<file path="src/hw/rtl/vcm_pkg.sv">
// Shared types and constants of the vorticity colormap pixel unit.
// Used by the channel interfaces, the controller, the datapath and the checker.
// Depends on nothing.
package vcm_pkg;

    localparam int ROW_W = 7;
    localparam int COL_W = 9;
    localparam int VEL_W = 16;
    localparam int COLOR_W = 8;
    localparam int MIN_W = 18;
    localparam int SCALE_W = 24;
    localparam int CFG_INDEX_W = 1;
    localparam int CFG_DATA_W = 24;

    localparam int GRID_COLUMNS_DEFAULT = 512;
    localparam int GRID_ROWS_DEFAULT = 128;

    localparam logic OP_WRITE = 1'b0;
    localparam logic OP_READ = 1'b1;

    localparam logic [CFG_INDEX_W-1:0] REG_VORT_MINIMUM = 1'd0;
    localparam logic [CFG_INDEX_W-1:0] REG_VORT_SCALE = 1'd1;

    localparam logic signed [MIN_W-1:0] VORT_MINIMUM_RESET = -18'sd655;
    localparam logic [SCALE_W-1:0] VORT_SCALE_RESET = 24'd3276800;

    // Which grid cells the two memories look at in one access.
    typedef enum logic [1:0] {
        ACC_WRITE,
        ACC_FIRST,
        ACC_SECOND,
        ACC_THIRD
    } access_t;

    typedef struct packed {
        logic    load_item;
        logic    reduce;
        logic    ram_we;
        logic    ram_re;
        access_t access;
        logic    cap_center;
        logic    cap_plus;
        logic    calc_vort;
        logic    calc_offset;
        logic    calc_scale;
        logic    calc_sat;
        logic    load_pixel;
    } vcm_cmd_t;

    typedef struct packed {
        logic is_read;
    } vcm_status_t;

endpackage

</file>
<file path="src/hw/rtl/vcm_datapath.sv">
// Datapath of the pixel unit: coordinate reduction, memory addressing, curl,
// scaling and color blend, plus the two configuration registers.
// Depends on vcm_pkg; controlled by vcm_ctrl.
module vcm_datapath #(
    parameter int GRID_COLUMNS = vcm_pkg::GRID_COLUMNS_DEFAULT,
    parameter int GRID_ROWS = vcm_pkg::GRID_ROWS_DEFAULT
) (
    input  logic                                        clk,
    input  logic                                        rst_n,
    input  vcm_pkg::vcm_cmd_t                           cmd,
    output vcm_pkg::vcm_status_t                        status,
    input  logic                                        cfg_we,
    input  logic [vcm_pkg::CFG_INDEX_W-1:0]             cfg_index,
    input  logic [vcm_pkg::CFG_DATA_W-1:0]              cfg_data,
    input  logic                                        operation,
    input  logic [vcm_pkg::ROW_W-1:0]                   row,
    input  logic [vcm_pkg::COL_W-1:0]                   column,
    input  logic signed [vcm_pkg::VEL_W-1:0]            x_velocity,
    input  logic signed [vcm_pkg::VEL_W-1:0]            y_velocity,
    input  logic                                        solid,
    output logic                                        ram_we,
    output logic                                        ram_re,
    output logic [$clog2(GRID_ROWS*GRID_COLUMNS)-1:0]   y_addr,
    output logic [$clog2(GRID_ROWS*GRID_COLUMNS)-1:0]   x_addr,
    output logic [vcm_pkg::VEL_W:0]                     y_wdata,
    output logic [vcm_pkg::VEL_W-1:0]                   x_wdata,
    input  logic [vcm_pkg::VEL_W:0]                     y_rdata,
    input  logic [vcm_pkg::VEL_W-1:0]                   x_rdata,
    output logic [vcm_pkg::COLOR_W-1:0]                 red,
    output logic [vcm_pkg::COLOR_W-1:0]                 green,
    output logic [vcm_pkg::COLOR_W-1:0]                 blue
);
    import vcm_pkg::*;

    localparam int CELLS = GRID_ROWS * GRID_COLUMNS;
    localparam int AW = $clog2(CELLS);
    localparam int RW = $clog2(GRID_ROWS);
    localparam int CW = $clog2(GRID_COLUMNS);
    localparam int VORT_W = VEL_W + 2;
    localparam int OFF_W = MIN_W + 1;
    localparam int PROD_W = (OFF_W - 1) + SCALE_W;
    localparam int T_W = 17;
    localparam int ACC_W = T_W + COLOR_W;
    localparam logic [T_W-1:0] T_ONE = 17'd65536;
    localparam logic [T_W-1:0] T_HALF = 17'd32768;

    localparam logic [COLOR_W-1:0] LOW_RED = 8'd49;
    localparam logic [COLOR_W-1:0] LOW_GREEN = 8'd54;
    localparam logic [COLOR_W-1:0] LOW_BLUE = 8'd149;
    localparam logic [COLOR_W-1:0] MID_LEVEL = 8'd255;
    localparam logic [COLOR_W-1:0] HIGH_RED = 8'd165;
    localparam logic [COLOR_W-1:0] HIGH_GREEN = 8'd0;
    localparam logic [COLOR_W-1:0] HIGH_BLUE = 8'd38;

    // Rounded linear mix of two channel levels, weight u out of 65536.
    function automatic logic [COLOR_W-1:0] mix(input logic [T_W-1:0] u,
                                               input logic [COLOR_W-1:0] c1,
                                               input logic [COLOR_W-1:0] c2);
        logic [ACC_W-1:0] acc;
        acc = ACC_W'(T_ONE - u) * ACC_W'(c1) + ACC_W'(u) * ACC_W'(c2) + ACC_W'(T_HALF);
        return acc[16 +: COLOR_W];
    endfunction

    logic signed [MIN_W-1:0]   minimum_reg;
    logic [SCALE_W-1:0]        scale_reg;

    logic                      op_reg;
    logic [ROW_W-1:0]          row_in_reg;
    logic [COL_W-1:0]          col_in_reg;
    logic [VEL_W-1:0]          xv_reg;
    logic [VEL_W-1:0]          yv_reg;
    logic                      solid_in_reg;
    logic [RW-1:0]             r_reg;
    logic [CW-1:0]             c_reg;
    logic                      solid_reg;
    logic signed [VEL_W-1:0]   xp_reg;
    logic signed [VEL_W-1:0]   xm_reg;
    logic signed [VEL_W-1:0]   ycp_reg;
    logic signed [VORT_W-1:0]  vort_reg;
    logic signed [OFF_W-1:0]   off_reg;
    logic [PROD_W-1:0]         prod_reg;
    logic [T_W-1:0]            t_reg;
    logic [COLOR_W-1:0]        red_reg;
    logic [COLOR_W-1:0]        green_reg;
    logic [COLOR_W-1:0]        blue_reg;

    logic [ROW_W-1:0]          row_mod;
    logic [COL_W-1:0]          col_mod;
    logic [RW-1:0]             r_plus;
    logic [RW-1:0]             r_minus;
    logic [CW-1:0]             c_plus;
    logic [CW-1:0]             c_minus;
    logic [RW-1:0]             x_row;
    logic [CW-1:0]             y_col;
    logic signed [VEL_W-1:0]   ycm;
    logic signed [VEL_W:0]     dy;
    logic signed [VEL_W:0]     dx;
    logic [PROD_W-17:0]        scaled;
    logic [T_W-1:0]            t_next;
    logic [T_W-1:0]            u;
    logic                      upper_half;

    assign status.is_read = (op_reg == OP_READ);

    always_ff @(posedge clk or negedge rst_n)
    begin
        if (!rst_n)
        begin
            minimum_reg <= VORT_MINIMUM_RESET;
            scale_reg <= VORT_SCALE_RESET;
        end
        else if (cfg_we)
        begin
            unique case (cfg_index)
                REG_VORT_MINIMUM: minimum_reg <= cfg_data[MIN_W-1:0];
                REG_VORT_SCALE:   scale_reg <= cfg_data[SCALE_W-1:0];
            endcase
        end
    end

    // Coordinates wrap onto the grid by restoring reduction against shifted sizes.
    always_comb
    begin
        row_mod = row_in_reg;
        for (int k = ROW_W - 1; k >= 0; k--)
        begin
            if (32'(row_mod) >= (GRID_ROWS << k))
            begin
                row_mod = row_mod - ROW_W'(GRID_ROWS << k);
            end
        end
        col_mod = col_in_reg;
        for (int k = COL_W - 1; k >= 0; k--)
        begin
            if (32'(col_mod) >= (GRID_COLUMNS << k))
            begin
                col_mod = col_mod - COL_W'(GRID_COLUMNS << k);
            end
        end
    end

    assign r_plus = (r_reg == RW'(GRID_ROWS - 1)) ? '0 : r_reg + 1'b1;
    assign r_minus = (r_reg == '0) ? RW'(GRID_ROWS - 1) : r_reg - 1'b1;
    assign c_plus = (c_reg == CW'(GRID_COLUMNS - 1)) ? '0 : c_reg + 1'b1;
    assign c_minus = (c_reg == '0) ? CW'(GRID_COLUMNS - 1) : c_reg - 1'b1;

    // The y memory reads the center, right and left cells; the x memory reads
    // the cells below and above.
    always_comb
    begin
        unique case (cmd.access)
            ACC_WRITE:
            begin
                y_col = c_reg;
                x_row = r_reg;
            end
            ACC_FIRST:
            begin
                y_col = c_reg;
                x_row = r_plus;
            end
            ACC_SECOND:
            begin
                y_col = c_plus;
                x_row = r_minus;
            end
            ACC_THIRD:
            begin
                y_col = c_minus;
                x_row = r_minus;
            end
        endcase
    end

    assign y_addr = AW'(r_reg) * AW'(GRID_COLUMNS) + AW'(y_col);
    assign x_addr = AW'(x_row) * AW'(GRID_COLUMNS) + AW'(c_reg);
    assign ram_we = cmd.ram_we;
    assign ram_re = cmd.ram_re;
    assign y_wdata = {solid_in_reg, yv_reg};
    assign x_wdata = xv_reg;

    assign ycm = y_rdata[VEL_W-1:0];
    assign dy = (VEL_W+1)'(ycp_reg) - (VEL_W+1)'(ycm);
    assign dx = (VEL_W+1)'(xp_reg) - (VEL_W+1)'(xm_reg);

    assign scaled = prod_reg[PROD_W-1:16];
    assign t_next = (scaled > (PROD_W-16)'(T_ONE)) ? T_ONE : T_W'(scaled);

    assign upper_half = (t_reg > T_HALF);
    assign u = upper_half ? T_W'((t_reg - T_HALF) << 1) : T_W'(t_reg << 1);

    always_ff @(posedge clk)
    begin
        if (cmd.load_item)
        begin
            op_reg <= operation;
            row_in_reg <= row;
            col_in_reg <= column;
            xv_reg <= x_velocity;
            yv_reg <= y_velocity;
            solid_in_reg <= solid;
        end
        if (cmd.reduce)
        begin
            r_reg <= RW'(row_mod);
            c_reg <= CW'(col_mod);
        end
        if (cmd.cap_center)
        begin
            solid_reg <= y_rdata[VEL_W];
            xp_reg <= x_rdata;
        end
        if (cmd.cap_plus)
        begin
            ycp_reg <= y_rdata[VEL_W-1:0];
            xm_reg <= x_rdata;
        end
        if (cmd.calc_vort)
        begin
            vort_reg <= VORT_W'(dy) - VORT_W'(dx);
        end
        if (cmd.calc_offset)
        begin
            off_reg <= OFF_W'(vort_reg) - OFF_W'(minimum_reg);
        end
        if (cmd.calc_scale)
        begin
            // A non-positive offset maps to t of zero.
            if (off_reg[OFF_W-1] || off_reg == '0)
            begin
                prod_reg <= '0;
            end
            else
            begin
                prod_reg <= PROD_W'(off_reg[OFF_W-2:0]) * PROD_W'(scale_reg);
            end
        end
        if (cmd.calc_sat)
        begin
            t_reg <= t_next;
        end
        if (cmd.load_pixel)
        begin
            if (solid_reg)
            begin
                red_reg <= '0;
                green_reg <= '0;
                blue_reg <= '0;
            end
            else if (upper_half)
            begin
                red_reg <= mix(u, MID_LEVEL, HIGH_RED);
                green_reg <= mix(u, MID_LEVEL, HIGH_GREEN);
                blue_reg <= mix(u, MID_LEVEL, HIGH_BLUE);
            end
            else
            begin
                red_reg <= mix(u, LOW_RED, MID_LEVEL);
                green_reg <= mix(u, LOW_GREEN, MID_LEVEL);
                blue_reg <= mix(u, LOW_BLUE, MID_LEVEL);
            end
        end
    end

    assign red = red_reg;
    assign green = green_reg;
    assign blue = blue_reg;

endmodule

</file>
<file path="config.mk">
export PLATFORM = sky130hd
export DESIGN_NAME = vcm_datapath
export DESIGN_NICKNAME = d
export VERILOG_FILES = /design/src/hw/rtl/vcm_pkg.sv /design/src/hw/rtl/vcm_datapath.sv
export SDC_FILE = /design/constraint.sdc
export NUM_CORES = 2
export LEC_CHECK = 0
export BUFFER_PORTS_ARGS = -buffer_cell sky130_fd_sc_hd__clkbuf_2
export CAP_MARGIN = 30
export CORE_MARGIN = 4
export CORE_UTILIZATION = 45
export DETAILED_ROUTE_END_ITERATION = 12
export SETUP_SLACK_MARGIN = 0.2
export SYNTH_ARGS = -nofsm -noshare
export SYNTH_HDL_FRONTEND = slang
export SYNTH_SLANG_ARGS = --single-unit
</file>
<file path="constraint.sdc">
create_clock -name clk -period 24.9 [get_ports clk]
set_input_delay 4.98 -clock clk [delete_from_list [all_inputs] [get_ports clk]]
set_output_delay 4.98 -clock clk [all_outputs]
set_load 0.01 [all_outputs]
</file>
==> impl_metrics.yaml <==
timing:
  worst_pin_slew_ns: 1.03
  worst_clock_skew_ns: 0.0238
  finalSetupViolCount: 0
  fmax_mhz: 87.6
  min_period_ns: 11.41
  slew-limit-headroom: 0.310
  min_period_over_period: 0.458
  finalHoldViolations: 0
  drv_slew: 0
  rsz0062_at_grt: "no"
  fin_setup_tns_ns: 0
clock_tree:
  cts_made_buffers: 30
  cts-hold-fix-buffers: 0
  clk_pin_slew_ns: 0.06
  clock_latency_ns: 0.58
  cts_buffer_depth: 3
  postCtsSetupRepairBufs: 0
  cts.sinks: 261
  cts.repair.resized: 0
  cts-root-buf: "clkbuf_16"
  cts_tree: "done"
  htreeDepth: 1
run_status:
  outcome: "finished, final reports clean"
grt:
  antenna_found_initial: 2
  grt_pass1_wl_mm: 164
  grt_pass1_vias: 31300
  grt_max_degree: 51
  overflow: 0
  grtUsageTotal: 0.206
worst_setup_path:
  crit_required_ns: 19.92
  max_stage_delay_ns: 0.37
  crit_buf_inv: 3
  cp.depth: 6
  cpMostUsedCell: "clkbuf_2"
  crit_slowest_cell: "inv_1"
  critPathTopFamily: "buffers and inverters"
  crit_chain: "clkbuf_2, inv_1, nor2_1, mux2_2, a221o_1, clkbuf_2"
  critPathKind: "in -> out"
  critPathLaunchType: "input port"
  end_kind: "primary output"
  crit_path_max_fanout: 19
  cp.arrival_ns: 6.43
  reg2reg_depth: 37
floorplanning:
  dieArea_mm2: 0.0999
  dieWidth_um: 316
  rows: 112
  dieHeight_um: 316
  coreArea_mm2: 0.0937
  start_util: 0.456
  top_level_ports: 216
route:
  vias: 29100
  drc: 0
  drt-wirelength-per-cell_um: 17.4
  drt-total-wl_mm: 100
  drt_first_pass_iters: 5
  drt-initial-drc-count: 1259
  drtAntennaViolNets: 0
  viasPerCell: 5.04
synth:
  ys_seq_area_frac: 0.179
  synth-compound-area-share: 0.0706
  muxShareOfSynthArea: 0.00832
  synth_cell_types: 91
  yosys_warnings: 0
  synth_fa_ha_area_frac: 0.494
  synth_area_mm2: 0.0427
  ys_seq_elements: 261
  synth_flop_cell: "edfxtp_1"
  synth_area_leaders: "fa_1, ha_1, edfxtp_1"
  syn-num-nets: 5712
  synthArstFlopShare: 0.161
  synth-edff-count: 219
  synthCells: 4305
  synth_area_leader_cell: "fa_1"
  synth_xor_area_frac: 0.0495
  yosys.area.top_type_share: 0.314
  yosys.area_share.simple: 0.101
  synth.avg_cell_area_um2: 9.92
  synth_top_family_by_area: "adder cells"
placement:
  gp_congestion: 0.852
  hpwl_mm: 82.8
  placed_area_mm2: 0.0453
  place_inst: 5708
  io_buffers: 211
hold_path:
  hold_depth: 0
  hold_class: "reg -> reg"
layout:
  drive_above_1_share: 0.0889
  largest_reg_flops: 26
  post-route-util: 0.494
  instances_no_fill: 5764
  area_growth_pct: 8.39
  fin_area_mm2: 0.0463
  diodes: 0
  fin_nets: 5893
flow_run:
  drv_cap: 0
## final cells by class
class	instances	area (um2)
fill	8842	47400
multi-input combinational	2941	30900
sequential	261	7650
inverter	987	3700
tap	1254	1570
timing repair buffer	265	1490
clock buffer	33	762
clock inverter	23	201
## layer usage
layer	GRT usage	share of wire
met3	0.0226	0.042
met2	0.374	0.51
met5	0	0
met4	0.0353	0.017
met1	0.270	0.43
## kinds of logic (layout without fill, tap and decap cells)
| kind of cell | count (synthesis) | in the layout |
|---|---|---|
| and+or+nand+nor | 921 | 921 |
| AOI/OAI and AO/OA | 468 | 468 |
| adders and majority gates | 1283 | 1283 |
| muxes | 32 | 32 |
| buffers and inverters | 1103 | 1308 |
| DFF | 261 | 261 |
| xor gates and xnor gates | 237 | 237 |
## cells in the mapped netlist, types with 15 or more instances
library cell and n:
o21a_1 24, xnor2_1 185, dfrtp_1 26, dfstp_2 16, a211oi_1 18, o21ai_0 108, ha_1 612, a31oi_1 15
clkbuf_1 107, inv_1 984, nand3_1 46, nand2b_1 19, nand2_1 412, edfxtp_1 219, o21bai_1 19, a21oi_1 139
nor2_1 154, xor2_1 49, mux2_2 28, fa_1 671, nor2b_1 26, and2_1 141, nor3_1 39, a21o_1 52
## through the flow
stage                     worst slack (ns)  hold slack, ns
after floorplan                      13.77           0.400
after global placement               13.52           0.401
after detailed placement             13.51           0.405
after CTS                            13.51           0.412
after global routing                 13.10           0.421
final                                13.49           0.413
## worst paths after layout
| kind | startpoint | end | slack [ns] |
|---|---|---|---|
| max in group asynchronous | rst_n | minimum_reg[0]$_DFFE_PN1P_ | 20.01 |
| setup / recovery | cmd[8] | y_addr[6] | 13.49 |
| setup reg to reg | t_reg[6]$_SDFFCE_PN0P_ | red[7]$_SDFFCE_PP0P_ | 13.82 |
| hold reg to reg | col_in_reg[5]$_DFFE_PP_ | c_reg[5]$_DFFE_PP_ | 0.41 |
| min in group asynchronous | rst_n | scale_reg[16]$_DFFE_PN0P_ | 4.48 |
| hold / removal | col_in_reg[5]$_DFFE_PP_ | c_reg[5]$_DFFE_PP_ | 0.41 |
## cell usage in the layout, fill, tap and decap left out, types with 139 or more instances in the layout
cell / count
nor2_1: 154
and2_1: 141
clkbuf_2: 211
a21oi_1: 139
inv_1: 984
fa_1: 671
edfxtp_1: 219
nand2_1: 412
xnor2_1: 183
ha_1: 612
Power is left out: the tool's default activity adds up to more than one toggle a clock period on the data nets, which glitch-free logic cannot reach.
