[src/hw/rtl/vcm_pkg.sv]
// Shared types and constants of the vorticity colormap pixel unit.
// Used by the channel interfaces, the controller, the datapath and the checker.
// Depends on nothing.
package vcm_pkg;

    localparam int ROW_W = 7;
    localparam int COL_W = 9;
    localparam int VEL_W = 16;
    localparam int COLOR_W = 8;
    localparam int MIN_W = 18;
    localparam int SCALE_W = 24;
    localparam int CFG_INDEX_W = 1;
    localparam int CFG_DATA_W = 24;

    localparam int GRID_COLUMNS_DEFAULT = 512;
    localparam int GRID_ROWS_DEFAULT = 128;

    localparam logic OP_WRITE = 1'b0;
    localparam logic OP_READ = 1'b1;

    localparam logic [CFG_INDEX_W-1:0] REG_VORT_MINIMUM = 1'd0;
    localparam logic [CFG_INDEX_W-1:0] REG_VORT_SCALE = 1'd1;

    localparam logic signed [MIN_W-1:0] VORT_MINIMUM_RESET = -18'sd655;
    localparam logic [SCALE_W-1:0] VORT_SCALE_RESET = 24'd3276800;

    // Which grid cells the two memories look at in one access.
    typedef enum logic [1:0] {
        ACC_WRITE,
        ACC_FIRST,
        ACC_SECOND,
        ACC_THIRD
    } access_t;

    typedef struct packed {
        logic    load_item;
        logic    reduce;
        logic    ram_we;
        logic    ram_re;
        access_t access;
        logic    cap_center;
        logic    cap_plus;
        logic    calc_vort;
        logic    calc_offset;
        logic    calc_scale;
        logic    calc_sat;
        logic    load_pixel;
    } vcm_cmd_t;

    typedef struct packed {
        logic is_read;
    } vcm_status_t;

endpackage

[src/hw/rtl/vcm_ctrl.sv]
// Sequencer of the pixel unit: walks each word through reduce, memory access and math.
// Depends on vcm_pkg; drives vcm_datapath through vcm_cmd_t.
module vcm_ctrl (
    input  logic                 clk,
    input  logic                 rst_n,
    input  logic                 req_valid,
    output logic                 req_ready,
    output logic                 out_valid,
    input  logic                 out_ready,
    input  vcm_pkg::vcm_status_t status,
    output vcm_pkg::vcm_cmd_t    cmd
);
    import vcm_pkg::*;

    typedef enum logic [3:0] {
        S_IDLE,
        S_REDUCE,
        S_WRITE,
        S_READ0,
        S_READ1,
        S_READ2,
        S_VORT,
        S_OFFSET,
        S_SCALE,
        S_SAT,
        S_BLEND
    } state_t;

    state_t state_reg;
    state_t state_next;
    logic   out_valid_reg;
    logic   out_valid_next;
    logic   pixel_free;

    assign req_ready = (state_reg == S_IDLE);
    assign out_valid = out_valid_reg;
    assign pixel_free = !out_valid_reg || out_ready;

    always_comb
    begin
        state_next = state_reg;
        out_valid_next = out_valid_reg && !out_ready;
        cmd = '0;
        cmd.access = ACC_WRITE;
        unique case (state_reg)
            S_IDLE:
            begin
                cmd.load_item = req_valid;
                if (req_valid)
                begin
                    state_next = S_REDUCE;
                end
            end
            S_REDUCE:
            begin
                cmd.reduce = 1'b1;
                state_next = status.is_read ? S_READ0 : S_WRITE;
            end
            S_WRITE:
            begin
                cmd.ram_we = 1'b1;
                state_next = S_IDLE;
            end
            S_READ0:
            begin
                cmd.ram_re = 1'b1;
                cmd.access = ACC_FIRST;
                state_next = S_READ1;
            end
            S_READ1:
            begin
                cmd.ram_re = 1'b1;
                cmd.access = ACC_SECOND;
                cmd.cap_center = 1'b1;
                state_next = S_READ2;
            end
            S_READ2:
            begin
                cmd.ram_re = 1'b1;
                cmd.access = ACC_THIRD;
                cmd.cap_plus = 1'b1;
                state_next = S_VORT;
            end
            S_VORT:
            begin
                cmd.calc_vort = 1'b1;
                state_next = S_OFFSET;
            end
            S_OFFSET:
            begin
                cmd.calc_offset = 1'b1;
                state_next = S_SCALE;
            end
            S_SCALE:
            begin
                cmd.calc_scale = 1'b1;
                state_next = S_SAT;
            end
            S_SAT:
            begin
                cmd.calc_sat = 1'b1;
                state_next = S_BLEND;
            end
            S_BLEND:
            begin
                // The finished pixel waits here until the output register is free.
                if (pixel_free)
                begin
                    cmd.load_pixel = 1'b1;
                    out_valid_next = 1'b1;
                    state_next = S_IDLE;
                end
            end
            default:
            begin
                state_next = S_IDLE;
            end
        endcase
    end

    always_ff @(posedge clk or negedge rst_n)
    begin
        if (!rst_n)
        begin
            state_reg <= S_IDLE;
            out_valid_reg <= 1'b0;
        end
        else
        begin
            state_reg <= state_next;
            out_valid_reg <= out_valid_next;
        end
    end

endmodule

[config.mk]
export PLATFORM = sky130hd
export DESIGN_NAME = vcm_ctrl
export DESIGN_NICKNAME = d
export VERILOG_FILES = /design/src/hw/rtl/vcm_pkg.sv /design/src/hw/rtl/vcm_ctrl.sv
export SDC_FILE = /design/constraint.sdc
export NUM_CORES = 1
export LEC_CHECK = 0
export BUFFER_PORTS_ARGS = -buffer_cell sky130_fd_sc_hd__buf_4
export CAP_MARGIN = 20
export CORE_AREA = 2 2 39 41
export DETAILED_ROUTE_END_ITERATION = 8
export DIE_AREA = 0 0 41 43
export SYNTH_ARGS = -nofsm -noshare
export SYNTH_HDL_FRONTEND = slang
export SYNTH_SLANG_ARGS = --single-unit
[constraint.sdc]
create_clock -name clk -period 1.6 [get_ports clk]
set_clock_uncertainty 0.1 [all_clocks]
set_input_delay 0.24 -clock clk [delete_from_list [all_inputs] [get_ports clk]]
set_output_delay 0.24 -clock clk [all_outputs]
set_load 0.1 [all_outputs]
==> results of run 1 <==
-- synthesized netlist by cell type --
cell type	count	area share
nand2_2	1	0.016
xor2_1	1	0.022
mux2_2	1	0.028
a211o_1	1	0.022
inv_1	1	0.0094
nor3b_1	2	0.038
nor4_4	1	0.053
nand3_1	1	0.013
buf_6	3	0.085
nor2_1	10	0.094
nand2_1	2	0.019
xnor2_1	1	0.022
or2b_4	1	0.028
o21ai_0	1	0.013
dfrtp_1	5	0.31
nor3_1	4	0.050
o21a_1	1	0.019
o21ai_1	1	0.013
o22ai_1	2	0.031
and3_1	1	0.016
and2_1	1	0.016
nand2b_1	4	0.063
buf_4	1	0.019
-- worst max-delay path by stage --
| stage | slack, ns | end | cells past startpoint | startpoint |
|---|---|---|---|---|
| 6_report | -0.17 | cmd[12] | 4 | state_reg[3] |
| 5_1_grt | -0.23 | cmd[6] | 5 | state_reg[2] |
| 4_1_cts | -0.17 | cmd[0] | 4 | state_reg[0] |
| 3_5_place_dp | -0.004 | cmd[0] | 4 | state_reg[1] |
| 3_3_place_gp | -0.004 | cmd[9] | 4 | state_reg[1] |
| 2_1_floorplan | -0.88 | cmd[12] | 3 | state_reg[1] |
-- kinds of logic (layout without fill, tap and decap cells) --
family          Yosys count  count (layout)  share of synthesized area
simple gates             28              28                      0.404
compound gates            6               6                     0.0972
flops                     5               5                      0.313
buf+inv                   5              46                      0.113
xor+xnor                  2               2                     0.0439
mux                       1               1                     0.0282
-- stage by stage --
step           instance area [um2]  setup WS (ns)  setup TNS [ns]  instances
6_report                      1020         -0.168           -1.62        104
3_3_place_gp                   714       -0.00406        -0.00406         93
4_1_cts                        908         -0.170           -1.77        100
3_5_place_dp                   714       -0.00400        -0.00400         93
2_1_floorplan                  468         -0.877           -7.47         47
5_1_grt                       1020         -0.233           -2.51        104
-- area by class of cell --
cell class / count / share of cell area
clock buffers: 4 / 0.0257
inverters: 1 / 0.00367
flip-flops and latches: 5 / 0.126
multi-input cells: 37 / 0.337
repair buffers: 41 / 0.488
well taps: 16 / 0.0196
-- layout by cell type (no fill, tap or decap) --
cell type / Yosys / routed
mux2_4: 0 / 1
nand2_1: 2 / 2
nand2_2: 1 / 1
xnor2_1: 1 / 1
buf_4: 1 / 20
nor2_4: 0 / 6
inv_1: 1 / 1
nand2b_1: 4 / 3
nor3_4: 0 / 4
nor3b_2: 0 / 1
a211o_1: 1 / 1
nand2b_2: 0 / 1
o21ai_0: 1 / 1
o21ai_1: 1 / 1
o22ai_1: 2 / 2
nor2_1: 10 / 4
buf_12: 0 / 13
dlygate4sd3_1: 0 / 1
dfrtp_2: 0 / 3
and2_4: 0 / 1
or2b_4: 1 / 1
clkbuf_1: 0 / 1
o21a_1: 1 / 1
buf_6: 3 / 7
clkbuf_4: 0 / 3
nand3_1: 1 / 1
xor2_1: 1 / 1
nor3b_4: 0 / 1
nor4_4: 1 / 1
dfrtp_1: 5 / 2
and3_1: 1 / 1
-- metal layers --
metal / share of wire / up-vias / wire length, um
li1: - / 241 / -
met1: 0.40 / 236 / 548
met2: 0.56 / 17 / 763
met3: 0.042 / 0 / 57
met4: 0 / 0 / 0
met5: 0 / - / 0
-- repair_timing --
item / 4_1_cts / 5_1_grt
endpoints found under the hold margin: 5 / 0
gates resized for setup: 36 / 20
buffers inserted: 2 / 4
endpoints found under the setup margin: 14 / 14
hold buffers: 1 / 0
pin swaps: 3 / 7
cloned: 0 / 0
==> results by stage, run 1 <==
Layout:
- The end-of-flow core utilization is 0.739.
- The final layout contains 94 nets.
- The post-synthesis to final-layout area growth is 156%.
- The fill cell total of the finished layout is 98.
- The sequential cells in the finished layout cover a total of 129 um2.
- The flip-flop count of the largest register after layout is 4.
- In the final layout, the share of cells above drive strength 1 is 0.727.
- 0 antenna diodes ended up in the layout.
- The area of combinational cells with multiple inputs is 344 um2.

Min path:
- The tightest min-delay check is of the primary input to asynchronous set/reset pin type.

Logic synthesis:
- After synthesis, the netlist uses 23 different library cells.
- The count of warnings emitted by yosys is 0.
- Summing every instance area after synthesis gives approximately 400 um2.
- Averaged over all synthesized cells, the footprint is between 8 and 9 um2.
- The sequential fraction of the synthesis area is 0.313.
- The synthesized instance count is 47.
- The number of nets produced by synthesis is 52.
- After synthesis the netlist holds a flip-flop and latch count of 5.

Global routing:
- The final global-route overflow total is 0.
- In the global route stage, met1 resource usage came out at 0.212.
- Entering global routing, the biggest net connects 9 pins.
- After global routing, the most crowded layer is met2.
- The routing usage on met2 is 0.253.
- The wire length of the first global-routing pass is 1.96 mm.
- The met3 track demand over resource is 0.0314.
- The via count of the first global-routing pass is between 400 and 500.
- The global-route usage over all layers is 0.171.
- The initial antenna violation count came to 0.

Timing:
- Setup repair after global routing could not meet its margin everywhere.
- At the pin with the least slew margin, the transition time is 0.278 ns.
- Final hold analysis gives a worst-case slack of 0.220 ns.
- The final count of hold timing violations came to 0.
- The final number of max-transition violations was 0.
- The final setup violation count is 14.
- The worst-case headroom to the max-slew limit is 0.816.
- Derived from the worst setup path, the maximum achievable clock frequency is between 500 and 600 MHz.
- The minimum setup slack in the final design is -0.168 ns.
- For the finished layout, the period the worst path requires is approximately 1.8 ns.
- Dividing the final minimum period by the clock period gives 1.10.

Outcome:
- The checks that failed: negative setup slack.
- The flow ran to the end, but the final reports show violations.

Floorplanning:
- The core region is roughly 0.0014 mm2.
- The number of top-level pins is 20.
- Measured along the x axis, the die boundary spans 41 um.
- The number of rows in the core area is 14.
- The area enclosed by the die boundary is between 0.0015 and 0.002 mm2.
- Measured along the y axis, the die boundary spans 43 um.
- The effective utilization at floorplan is 0.288.

Worst setup path:
- The cell type of the slowest stage on the worst timing path is dfrtp_2.
- The worst register-to-register path begins at state_reg[1].
- The type of the worst setup path is flop to output port.
- The capturing element type of the critical path is an output port.
- The register-to-register setup slack is 0.24 ns.
- The worst register-to-register path ends at state_reg[1].
- In this run the worst path has a maximum fanout of 6.
- STA puts the critical path data arrival time at 1.43 ns.
- The most frequent cell on the critical path is buf_12.
- STA classifies the critical path startpoint as a flop.
- The critical path goes through buf_12 > nor4_4 > and2_4 > buf_12.
- The number of buffers and inverters on the critical path is 2.
- The cell family contributing the most delay on the critical path is simple AND/OR/NAND/NOR gates.
- The logic depth of the worst register-to-register path is 4.
- In this design, the stage delay of the slowest critical-path cell is 0.42 ns.
- At the worst endpoint, the required time is 1.26 ns.

Route:
- In this run the remaining antenna-violating nets after routing total 0.
- The wire length after detailed routing is 1.37 mm.
- The detailed router placed just under 500 vias in this run.
- The first detailed-routing pass took 4 iterations.
- After detailed routing, the average wire length per cell comes to between 10 and 15 um.
- The first-iteration detailed-routing DRC count is 4.
- The average vias per placed instance is 4.75.
- The remaining routing DRC violations is 0.

Clock network:
- After clock tree synthesis, the clock-pin slew on the worst setup and hold paths is 0.05 ns.
- The clock buffer count from CTS is 3.
- The CTS H-tree depth is 1.
- The number of sinks driven by the clock tree is 5.
- TritonCTS built the clock tree.
- The cell sitting at the root of the clock tree is a clkbuf_4.
- The longest clock path from root to sink contains 2 buffers.
- The clock latency of the later-clocked register in the worst-skew pair is 0.25 ns.

Placement:
- The number of I/O port buffers is 19.
- The HPWL after detailed placement is 814 um.
- The routability-driven placement congestion ratio is 0.760.

Flow run:
- Max-cap violations in this run came to 0.
Power of run 1 is not shown: default switching activity piles up to over one toggle a cycle in this logic, so the estimate is an artifact.
==> run 2, diff against run 1 <==
--- a/config.mk
+++ b/config.mk
@@ -5,9 +5,10 @@
 export SDC_FILE = /design/constraint.sdc
 export NUM_CORES = 1
 export LEC_CHECK = 0
-export BUFFER_PORTS_ARGS = -buffer_cell sky130_fd_sc_hd__buf_4
+export BUFFER_PORTS_ARGS = -buffer_cell sky130_fd_sc_hd__buf_2
 export CAP_MARGIN = 20
 export CORE_AREA = 2 2 39 41
+export CTS_BUF_LIST = sky130_fd_sc_hd__clkbuf_8
 export DETAILED_ROUTE_END_ITERATION = 8
 export DIE_AREA = 0 0 41 43
 export SYNTH_ARGS = -nofsm -noshare
==> run 2 against run 1 <==
The flow still finishes with violations (negative setup slack). Core utilization increased by 6.5 points. Global-route usage increased by 5.3 points. Highest routed layer is now met4. Count of clock-buffer cells in the layout fell by 1.
==> results by stage, run 2 (synthesis results as in run 1) <==
Timing:
- The post-route clock period utilization was 1.11 (was 1.10).
- The post-route minimum period was 1.77 ns (about the same).
- The final count of hold timing violations is 0 (unchanged).
- The minimum setup slack in the final design is -0.168 ns (about the same).
- The worst-case headroom to the max-slew limit came to 0.680 (was 0.816).
- Setup repair after global routing missed its margin: yes (unchanged).
- The transition time at the pin with the least slew margin is 0.483 ns (was 0.278 ns).
- The worst hold margin is 0.292 ns (was 0.220 ns).
- The final setup violation count is 14 (unchanged).
- The maximum achievable frequency is 565 MHz (was 566 MHz).
- The final number of max-transition violations was 0 (unchanged).

Route:
- The first-pass iteration count of the detailed router was 4 (unchanged).
- The final routed wire length divided by cell count is 15.4 um (was 13.2 um).
- The wire length after detailed routing is 1.67 mm (was 1.37 mm).
- The via total after detailed routing is 537 (was 494).
- The remaining routing DRC violations came to 0 (unchanged).
- The average vias per placed instance was 4.97 (was 4.75).
- The antenna violation net count after detailed routing is 0 (unchanged).
- The first-iteration detailed-routing DRC count is 13 (was 4).

Outcome:
- Result of the run: finished, violations left (unchanged).
- Violations in the final reports: negative setup slack (unchanged).

Clock network:
- The clock buffer count from CTS is 3 (unchanged).
- The CTS H-tree depth is 1 (unchanged).
- The cell at the root of the clock tree is clkbuf_8 (was clkbuf_4).
- The maximum count of clock buffers along a single path is 2 (unchanged).
- The clock-pin slew of the registers on the worst-case setup and hold paths was 0.04 ns (was 0.05 ns).
- The clock latency of the later-clocked register in the worst-skew pair was 0.22 ns (was 0.25 ns).
- The number of sinks driven by the clock tree is 5 (unchanged).
- The TritonCTS clock tree is built (unchanged).

Layout:
- The fill cell total of the finished layout was 68 (was 98).
- The share of cells above drive strength 1 is 0.772 (was 0.727).
- The flip-flop count of the largest register after layout is 4 (unchanged).
- The post-synthesis to final-layout area growth is 179% (was 156%).
- Most frequent cells in the layout: 15 x buf_12, 14 x buf_4, 10 x buf_6 (was 20 x buf_4, 13 x buf_12, 7 x buf_6).
- The most common cell after layout, fill and taps aside is buf_12 (was buf_4).
- The net count reported at finish is 98 (was 94).
- The count of antenna diodes in the layout is 0 (unchanged).
- The post-layout instance count excluding filler cells was 108 (was 104).

Floorplanning:
- The number of rows in the core area is 14 (unchanged).
- The x dimension of the die came to 41 um (unchanged).
- The effective utilization at floorplan is 0.288 (unchanged).
- The vertical die dimension came to 43 um (unchanged).
- The number of top-level pins came to 20 (unchanged).
- The area enclosed by the die boundary is 0.00176 mm2 (unchanged).
- The core outline area is 0.00138 mm2 (unchanged).

Placement:
- The number of I/O port buffers came to 19 (unchanged).
- The number of placed instances with taps included was 90 (was 93).
- The routability-driven placement congestion ratio was 0.802 (was 0.760).
- The HPWL after detailed placement is 844 um (was 814 um).

Global routing:
- The via count of the first global-routing pass came to 542 (was 450).
- The wire length of the first global-routing pass was 2.62 mm (was 1.96 mm).
- The global-route usage over all layers is 0.225 (was 0.171).
- The largest net degree at the start of global routing came to 8 (was 9).
- The final global-route overflow total is 0 (unchanged).
- The initial antenna violation count is 0 (unchanged).

Min path:
- The class of the worst hold path is primary input to asynchronous set/reset pin (unchanged).

Worst setup path:
- The maximum fanout encountered on the critical timing path was 3 (was 6).
- The data required time of the critical path is 1.26 ns (about the same).
- The capturing element type of the critical path was an output port (unchanged).
- The category of the worst setup path launch point is a flop (unchanged).
- The type of the worst setup path was flop to output port (unchanged).
- The data arrival time of the critical path is 1.43 ns (about the same).

Flow run:
- The max-capacitance violation count is 0 (unchanged).
==> run 2: cell count changes in the layout (fill, tap and decap cells not counted), sizes merged <==
cell    previous run  this run
inv                1         2
buf               40        44
clkbuf             4         3
==> run 2: worst max-delay path, stage by stage (launching register included) <==
cell and delay [ns]:
dfrtp_2 0.42, buf_6 0.14, nor4_4 0.28, and2_4 0.19, buf_12 0.16
==> run 2: layer usage <==
layer,wire [um],GRT usage
met1,686,0.280
met2,893,0.353
met3,60,0.0471
met4,24,0.100
met5,0,0
==> run 2: worst paths after layout <==
check	start	to	slack, ns	cells past startpoint
worst min-delay path	rst_n	out_valid	0.29	2
min in group clk	status	state_reg[0]	0.34	4
worst min register to register	out_valid	out_valid	0.53	2
worst max register to register	state_reg[2]	state_reg[0]	0.10	7
worst max-delay path	state_reg[3]	cmd[12]	-0.17	4
max in group asynchronous	rst_n	state_reg[0]	0.96	2
==> run 2: cell type report <==
type / count / area, um2 / share of cell area
sequential: 5 / 130 / 0.117
inverter: 1 / 3.75 / 0.00337
clock buffer: 3 / 41.3 / 0.0371
timing repair buffer: 45 / 553 / 0.497
tap: 16 / 20.0 / 0.0180
clock inverter: 1 / 3.75 / 0.00337
multi-input combinational: 37 / 360 / 0.324
==> run 2: per-stage QoR <==
| stage | util | TNS, ns | area [um2] | setup slack (ns) |
|---|---|---|---|---|
| after floorplan | - | -7.47 | 468 | -0.877 |
| after global placement | 0.618 | 0 | 855 | 0.00388 |
| after detailed placement | 0.618 | -0.00586 | 855 | -0.00586 |
| after CTS | 0.793 | -1.21 | 1100 | -0.152 |
| after global routing | 0.804 | -1.77 | 1110 | -0.212 |
| final | 0.804 | -1.33 | 1110 | -0.168 |
==> run 2: what timing repair did <==
item | CTS | global route
hold endpoints to repair | 5 | 0
resized for setup | 25 | 3
setup buffers | 12 | 3
gates cloned | 0 | 0
hold buffers | 1 | 0
endpoints found under the setup margin | 14 | 14
pin swaps | 6 | 5
Power of run 2 is left out for the same reason.
==> run 3, diff against run 2 <==
--- a/config.mk
+++ b/config.mk
@@ -7,10 +7,13 @@
 export LEC_CHECK = 0
 export BUFFER_PORTS_ARGS = -buffer_cell sky130_fd_sc_hd__buf_2
 export CAP_MARGIN = 20
+export CELL_PAD_IN_SITES_DETAIL_PLACEMENT = 1
+export CELL_PAD_IN_SITES_GLOBAL_PLACEMENT = 1
 export CORE_AREA = 2 2 39 41
 export CTS_BUF_LIST = sky130_fd_sc_hd__clkbuf_8
 export DETAILED_ROUTE_END_ITERATION = 8
 export DIE_AREA = 0 0 41 43
+export PLACE_DENSITY_LB_ADDON = 0.1
 export SYNTH_ARGS = -nofsm -noshare
 export SYNTH_HDL_FRONTEND = slang
 export SYNTH_SLANG_ARGS = --single-unit
==> run 3 against run 2 <==
The flow still finishes with violations (negative setup slack). Core utilization is 0.90 points lower. Count of clock-buffer cells in the layout stayed put. Worst setup slack worse by 0.031 ns. Sequential share of layout area is 0.13 points higher. Flip-flop and latch count stayed put.
==> results by stage, run 3 (synthesis results as in run 1) <==
Timing:
- The final setup violation count came to 13 (was 14).
- The worst hold margin came to 0.286 ns (was 0.292 ns).
- The final number of max-transition violations came to 0 (unchanged).
- The worst-case headroom to the max-slew limit is 0.665 (was 0.680).
- The minimum setup slack in the final design came to -0.199 ns (was -0.168 ns).
- The transition time at the pin with the least slew margin is 0.506 ns (was 0.483 ns).
- The final count of hold timing violations is 0 (unchanged).
- The post-route clock period utilization was 1.12 (was 1.11).
- The post-route minimum period was 1.80 ns (was 1.77 ns).
- Setup repair after global routing missed its margin: yes (unchanged).
- The maximum achievable frequency is 556 MHz (was 565 MHz).

Worst setup path:
- The logic depth of the worst register-to-register path is 6 (was 7).
- The capturing element type of the critical path is an output port (unchanged).
- The data required time of the critical path is 1.26 ns (about the same).
- The end of the worst register-to-register path is state_reg[0] (unchanged).
- The launch point of the worst reg-to-reg path is state_reg[0] (was state_reg[2]).
- The data arrival time of the critical path came to 1.46 ns (was 1.43 ns).
- The category of the worst setup path launch point is a flop (unchanged).
- The register-to-register setup slack is 0.07 ns (was 0.10 ns).
- The maximum fanout encountered on the critical timing path is 5 (was 3).
- The type of the worst setup path was flop to output port (unchanged).

Min path:
- The class of the worst hold path is primary input to asynchronous set/reset pin (unchanged).

Layout:
- The flip-flop count of the largest register after layout is 4 (unchanged).
- The count of antenna diodes in the layout is 0 (unchanged).
- The share of cells above drive strength 1 is 0.770 (was 0.772).
- The finished layout cell area is 0.00110 mm2 (was 0.00111 mm2).
- The area of combinational cells with multiple inputs is 379 um2 (was 360 um2).
- The net count reported at finish is 93 (was 98).
- Most frequent cells in the layout: 17 x buf_12, 12 x buf_4, 5 x nor2_4, 5 x buf_2, 5 x buf_6 (was 15 x buf_12, 14 x buf_4, 10 x buf_6).
- The post-layout instance count excluding filler cells is 103 (was 108).
- The post-synthesis to final-layout area growth is 176% (was 179%).
- The fill cell total of the finished layout was 114 (was 68).
- The footprint of the flip-flops and latches was 130 um2 (unchanged).
- The most common cell after layout, fill and taps aside is buf_12 (unchanged).

Flow run:
- The max-capacitance violation count came to 0 (unchanged).

Global routing:
- The via count of the first global-routing pass is 636 (was 542).
- The largest net degree at the start of global routing is 6 (was 8).
- The initial antenna violation count came to 0 (unchanged).
- The final global-route overflow total was 0 (unchanged).
- The global-route usage over all layers is 0.290 (was 0.225).
- The wire length of the first global-routing pass came to 3.28 mm (was 2.62 mm).

Clock network:
- The clock buffer count from CTS is 3 (unchanged).
- The CTS H-tree depth is 1 (unchanged).
- The cell at the root of the clock tree is clkbuf_8 (unchanged).
- The clock-pin slew of the registers on the worst-case setup and hold paths was 0.04 ns (about the same).
- The clock latency of the later-clocked register in the worst-skew pair is 0.22 ns (about the same).
- The maximum count of clock buffers along a single path was 2 (unchanged).
- The number of sinks driven by the clock tree is 5 (unchanged).
- The TritonCTS clock tree is built (unchanged).

Floorplanning:
- The core outline area is 0.00138 mm2 (unchanged).
- The effective utilization at floorplan was 0.288 (unchanged).
- The x dimension of the die is 41 um (unchanged).
- The number of rows in the core area was 14 (unchanged).
- The number of top-level pins is 20 (unchanged).
- The vertical die dimension is 43 um (unchanged).
- The area enclosed by the die boundary came to 0.00176 mm2 (unchanged).

Route:
- The remaining routing DRC violations is 0 (unchanged).
- The average vias per placed instance is 5.22 (was 4.97).
- The final routed wire length divided by cell count is 21.3 um (was 15.4 um).
- The first-pass iteration count of the detailed router is 4 (unchanged).
- The wire length after detailed routing is 2.19 mm (was 1.67 mm).
- The via total after detailed routing is 538 (was 537).
- The first-iteration detailed-routing DRC count was 10 (was 13).
- The antenna violation net count after detailed routing came to 0 (unchanged).

Placement:
- The routability-driven placement congestion ratio was 0.781 (was 0.802).
- The number of placed instances with taps included was 90 (unchanged).
- The post-detailed-placement cell area is 867 um2 (was 855 um2).
- The number of I/O port buffers came to 19 (unchanged).
- The setup slack at placement is 0.00701 ns (was -0.00586 ns).
- The HPWL after detailed placement came to 1.07 mm (was 844 um).

Outcome:
- Result of the run: finished, violations left (unchanged).
- Violations in the final reports: negative setup slack (unchanged).
## run 3: metal layers
layer  track usage  up-vias  share of wire
met5             0        -              0
met4         0.107        0          0.032
met3         0.126        9          0.081
met2         0.466       32           0.48
met1         0.321      259           0.40
li1              -      238              -
## run 3: layout make-up
cell class | instances | share of cell area
multi-input combinational | 37 | 0.345
tap | 16 | 0.0182
clock inverter | 1 | 0.00341
clock buffer | 3 | 0.0375
inverter | 1 | 0.00341
sequential | 5 | 0.118
timing repair buffer | 40 | 0.474
## run 3: what timing repair did
action                                 CTS  global route
setup endpoints to repair               14            14
buffers inserted                         8             0
gates resized for setup                 20             4
pin swaps                                9             5
endpoints found under the hold margin    5             0
hold buffers                             1             0
## run 3: how the worst max path moves through the flow
stage,end,slack (ns),from,depth (start not counted)
floorplan,cmd[12],-0.88,state_reg[1],3
finish,cmd[12],-0.20,state_reg[2],4
CTS,cmd[12],-0.20,state_reg[0],4
global placement,cmd[12],0.05,state_reg[2],4
detailed placement,cmd[10],0.007,state_reg[1],4
global route,cmd[12],-0.25,state_reg[2],4
## run 3: per-stage QoR
step / TNS [ns] / util
2_1_floorplan: -7.47 / -
3_3_place_gp: 0 / 0.627
3_5_place_dp: 0 / 0.627
4_1_cts: -1.35 / 0.778
5_1_grt: -2.02 / 0.795
6_report: -1.48 / 0.795
## run 3: critical path, cell delays in order (launching register included)
cell and delay [ns]:
dfrtp_2 0.43, buf_12 0.16, nor4_4 0.29, and2_4 0.19
buf_12 0.16
Power of run 3 is left out for the same reason.
